**config.mk**
```make
export PLATFORM = sky130hd
export DESIGN_NAME = faplru_ctrl
export DESIGN_NICKNAME = d
export VERILOG_FILES = /design/src/rtl/faplru_pkg.sv /design/src/rtl/faplru_ctrl.sv
export SDC_FILE = /design/constraint.sdc
export NUM_CORES = 1
export LEC_CHECK = 0
export ABC_AREA = 1
export ABC_CLOCK_PERIOD_IN_PS = 1850
export BUFFER_PORTS_ARGS = -buffer_cell sky130_fd_sc_hd__buf_2
export CORE_AREA = 3 3 40 42
export CTS_CLUSTER_SIZE = 8
export DETAILED_ROUTE_END_ITERATION = 8
export DIE_AREA = 0 0 43 45
export PLACE_DENSITY = 0.61
export RECOVER_POWER = 25
export SETUP_SLACK_MARGIN = 0.15
export SYNTH_ARGS = -nofsm -noshare
export SYNTH_HDL_FRONTEND = slang
export SYNTH_SLANG_ARGS = --single-unit
export TNS_END_PERCENT = 1
```
**constraint.sdc**
```tcl
create_clock -name clk -period 1.85 [get_ports clk]
set_input_delay 0.4625 -clock clk [delete_from_list [all_inputs] [get_ports clk]]
set_output_delay 0.4625 -clock clk [all_outputs]
set_load 0.1 [all_outputs]
```
**src/rtl/faplru_pkg.sv**
```systemverilog
// Package for the fully associative tree-PLRU cache lookup.
// Sizes, controller state encoding and controller/datapath bundles.
// No dependencies.
`default_nettype none

package faplru_pkg;

  localparam int NUM_WAYS   = 512;
  localparam int LINE_BYTES = 32;
  localparam int ADDR_W     = 32;
  localparam int WAY_W      = 9;
  localparam int OFFSET_W   = $clog2(LINE_BYTES);
  localparam int TAG_W      = ADDR_W - OFFSET_W;
  localparam int LEVELS     = $clog2(NUM_WAYS);
  localparam int TREE_NODES = NUM_WAYS - 1;
  localparam int TREE_AW    = $clog2(TREE_NODES);
  localparam int NODE_W     = TREE_AW + 1;
  localparam int CNT_W      = $clog2(NUM_WAYS + 1);
  localparam int LVL_W      = $clog2(LEVELS);

  typedef enum logic [6:0] {
    S_CLEAR    = 7'b0000001,
    S_IDLE     = 7'b0000010,
    S_SCAN     = 7'b0000100,
    S_WALK_REQ = 7'b0001000,
    S_WALK_USE = 7'b0010000,
    S_TOUCH    = 7'b0100000,
    S_FINISH   = 7'b1000000
  } state_t;

  typedef struct packed {
    logic clr_en;
    logic load_in;
    logic scan_en;
    logic walk_use;
    logic touch_en;
    logic out_load;
  } cmd_t;

  typedef struct packed {
    logic clr_done;
    logic scan_done;
    logic scan_hit;
    logic lvl_last;
    logic out_free;
  } sts_t;

endpackage

`default_nettype wire

```
**src/rtl/faplru_ctrl.sv**
```systemverilog
// Controller for the cache lookup: clear pass, tag scan, victim walk,
// tree touch and result hand-off. Depends on faplru_pkg.
`default_nettype none

module faplru_ctrl (
  input  wire logic              clk,
  input  wire logic              rst,
  input  wire logic              addr_valid,
  output logic                   addr_ready,
  input  wire faplru_pkg::sts_t  sts,
  output faplru_pkg::cmd_t       cmd
);

  faplru_pkg::state_t state, state_next;

  always_ff @(posedge clk) begin
    if (rst) begin
      state <= faplru_pkg::S_CLEAR;
    end else begin
      state <= state_next;
    end
  end

  always_comb begin
    state_next = state;
    unique case (state)
      faplru_pkg::S_CLEAR: begin
        if (sts.clr_done) state_next = faplru_pkg::S_IDLE;
      end
      faplru_pkg::S_IDLE: begin
        if (addr_valid) state_next = faplru_pkg::S_SCAN;
      end
      faplru_pkg::S_SCAN: begin
        if (sts.scan_done) begin
          state_next = sts.scan_hit ? faplru_pkg::S_TOUCH : faplru_pkg::S_WALK_REQ;
        end
      end
      faplru_pkg::S_WALK_REQ: begin
        state_next = faplru_pkg::S_WALK_USE;
      end
      faplru_pkg::S_WALK_USE: begin
        state_next = sts.lvl_last ? faplru_pkg::S_TOUCH : faplru_pkg::S_WALK_REQ;
      end
      faplru_pkg::S_TOUCH: begin
        if (sts.lvl_last) state_next = faplru_pkg::S_FINISH;
      end
      faplru_pkg::S_FINISH: begin
        if (sts.out_free) state_next = faplru_pkg::S_IDLE;
      end
      default: state_next = faplru_pkg::S_CLEAR;
    endcase
  end

  assign addr_ready   = (state == faplru_pkg::S_IDLE);
  assign cmd.clr_en   = (state == faplru_pkg::S_CLEAR);
  assign cmd.load_in  = (state == faplru_pkg::S_IDLE) && addr_valid;
  assign cmd.scan_en  = (state == faplru_pkg::S_SCAN);
  assign cmd.walk_use = (state == faplru_pkg::S_WALK_USE);
  assign cmd.touch_en = (state == faplru_pkg::S_TOUCH);
  assign cmd.out_load = (state == faplru_pkg::S_FINISH) && sts.out_free;

endmodule

`default_nettype wire

```
==> flow_metrics.py <==
metrics = {
    "outcome": {
        "status": "finished clean",
    },
    "hold_path": {
        "hold_class": "in -> reg",
    },
    "global_route": {
        "grt_pass1_vias": 595,
        "grt_pass1_wl_um": 2410,
        "top_usage_layer": "met2",
        "globalRouteOverflowTotal": 0,
        "grt_use_met1_pct": 19.2,
        "grt_max_degree": 6,
        "grt_usage_pct": 17.5,
        "antenna_found_initial": 0,
        "use_met2_pct": 27.2,
        "use_met3_pct": 8.76,
    },
    "clocking": {
        "clk_pin_slew_ps": 60,
        "ctsHoldBuffers": 0,
        "htree_num_levels": 1,
        "cts_root_buf": "clkbuf_4",
        "clk_latency_ps": 260,
        "numCtsBuffers": 3,
        "cts_sinks": 7,
        "cts_buffer_depth": 2,
        "cts_tree": "yes",
    },
    "synthesis": {
        "yosys.area.top_type": "dfxtp_1",
        "synth_fa_ha_area_share_pct": 0,
        "synthSimpleGateAreaFrac_pct": 52.5,
        "synth.distinct_cells": 17,
        "synth.avg_cell_area_um2": 5.64,
        "synth_top_area_share_pct": 26.7,
        "ys_seq_elements": 7,
        "yosysWarnings": 0,
        "synth_fp_nets": 101,
        "synth_area_um2": 524,
        "syn-instance-count": 93,
        "synth_top_family_by_area": "simple AND/OR/NAND/NOR gates",
        "seq_area_frac_synth_pct": 26.7,
        "synth_mux_area_share_pct": 0,
        "synth_compound_area_share_pct": 5.01,
        "yosys.area_share.xor_xnor_pct": 0,
        "synthTopCellsByArea": "dfxtp_1 27%, nand2_1 17%, inv_1 15%, nor2_1 11%, nand3_1 6.7%",
    },
    "cells_and_area": {
        "area_growth_pct": 59.4,
        "ff_latch_area_um2": 144,
        "fill_cells": 116,
        "fin_nets": 125,
        "antenna_cells": 0,
        "drive_gt1_share_pct": 44.8,
        "mostFrequentLayoutCells": "19 x nand2_1, 13 x nor2_1, 11 x inv_2, 11 x inv_1",
        "final_common_cell": "nand2_1",
        "largest_reg_flops": 7,
        "largest-register": "state",
        "top_regs": "state (7)",
        "multi_input_comb_area_um2": 352,
    },
    "floorplanning": {
        "rows": 13,
        "die_width_um": 43,
        "boundaryPins": 15,
        "core_um2": 1280,
        "initial_utilization_pct": 40.8,
        "die_h_um": 45,
        "dieArea_um2": 1940,
    },
    "sta": {
        "clock.fmax_mhz": 567,
        "slew_violations": 0,
        "post-route-period-util_pct": 95.4,
        "finClkSkew_ps": 7.57,
        "fin_crit_ps": 1760,
        "worstMarginPinSlew_ps": 289,
        "setup_viol": 0,
        "tns_ps": 0,
        "rsz0062_at_grt": "yes",
        "relSlewSlack_pct": 80.7,
        "hold_viol_final": 0,
    },
    "routing": {
        "antenna_left": 0,
        "drt_pre_antenna_iters": 4,
        "vias": 609,
        "drt-total-wl_um": 1430,
        "drtIter0Drc": 15,
        "drt-wirelength-per-cell_um": 10.9,
        "via_per_inst": 4.65,
        "drcViolationCount": 0,
    },
    "power": {
        "ir_worst_vdd_mv": 0.838,
        "power_density_nw_per_um2": 1540,
        "total_power_mw": 1.29,
        "p_leak_nw": 0.469,
    },
    "worst_setup_path": {
        "critical_path_class": "reg -> out",
        "crit_slowest_cell": "dfxtp_1",
        "cp-start-kind": "register",
        "crit_chain": "inv_2 -> nor2_1 -> nand3_4 -> nor2_4 -> buf_12",
        "crit_fanout": 4,
        "cp-end-kind": "output pin",
        "critPathMaxStageDelay_ps": 320,
        "arrival_ps": 1300,
        "cp.required_ps": 1390,
    },
    "placement": {
        "io_buffer_count": 14,
        "routabilityCongestion": 0.811,
        "hpwlAfterDp_um": 1080,
    },
    "run": {
        "max_cap_violations": 0,
    },
}
[cells by family (layout without fill, tap and decap cells)]
kind of cell / after synthesis / after routing
buffers and inverters: 22 / 45
AOI/OAI and AO/OA: 4 / 4
and+or+nand+nor: 60 / 60
DFF: 7 / 7
[worst paths after layout]
check	startpoint	to	slack (ps)	depth (start not counted)
worst min-delay path	rst	state[3]	390	2
worst max register to register	state[1]	state[5]	390	11
worst min register to register	state[6]	state[6]	540	2
worst max-delay path	state[1]	cmd[4]	90	5
[per-stage QoR]
step	util [%]	hold WS (ps)	worst slack, ps	cell area, um2	std cells
floorplan	-	471	-89.3	534	93
global placement	56.7	539	266	728	122
detailed placement	56.7	527	246	728	122
CTS	63.2	379	66.0	812	129
global route	65.0	390	-0.938	836	131
finish	65.0	388	85.3	836	131
[Yosys cell counts]
cell	instances
nand3_2	1
nor2_1	15
nor2_2	3
nor3_1	3
nand3_1	7
o211ai_1	1
nand3b_1	1
inv_2	1
inv_1	21
nand2_2	3
dfxtp_1	7
a21oi_1	1
nand4_1	2
nand2_1	24
nor2_4	1
o22ai_1	1
o21bai_1	1
[per-layer routing]
| layer | vias up | wire, um |
|---|---|---|
| met3 | 2 | 125 |
| met1 | 254 | 557 |
| met4 | 0 | 20 |
| li1 | 328 | - |
| met2 | 25 | 725 |
| met5 | - | 0 |
[layout make-up]
| class | instances | share of cell area (%) |
|---|---|---|
| sequential | 7 | 17.2 |
| multi-input combinational | 64 | 42.1 |
| inverter | 22 | 9.88 |
| clock buffer | 4 | 3.14 |
| timing repair buffer | 19 | 25.4 |
| tap | 15 | 2.25 |
[power by group]
part | total, mW | switching (mW) | internal [mW]
clock | 0.147 | 0.0643 | 0.0828
sequential | 0.230 | 0.0337 | 0.197
combinational | 0.912 | 0.594 | 0.318
[repair_timing]
action	in CTS	in global routing
endpoints found under the setup margin	7	7
pin swaps	4	6
resized for setup	16	8
buffers inserted	3	2
[critical path, delay by kind of cell, from the launching register on]
kind,cells,cell delay [ps]
buffers and inverters,2,240
AND/OR/NAND/NOR,3,490
flip-flops,1,320
Note: power is estimated with default switching activity, not from simulation.
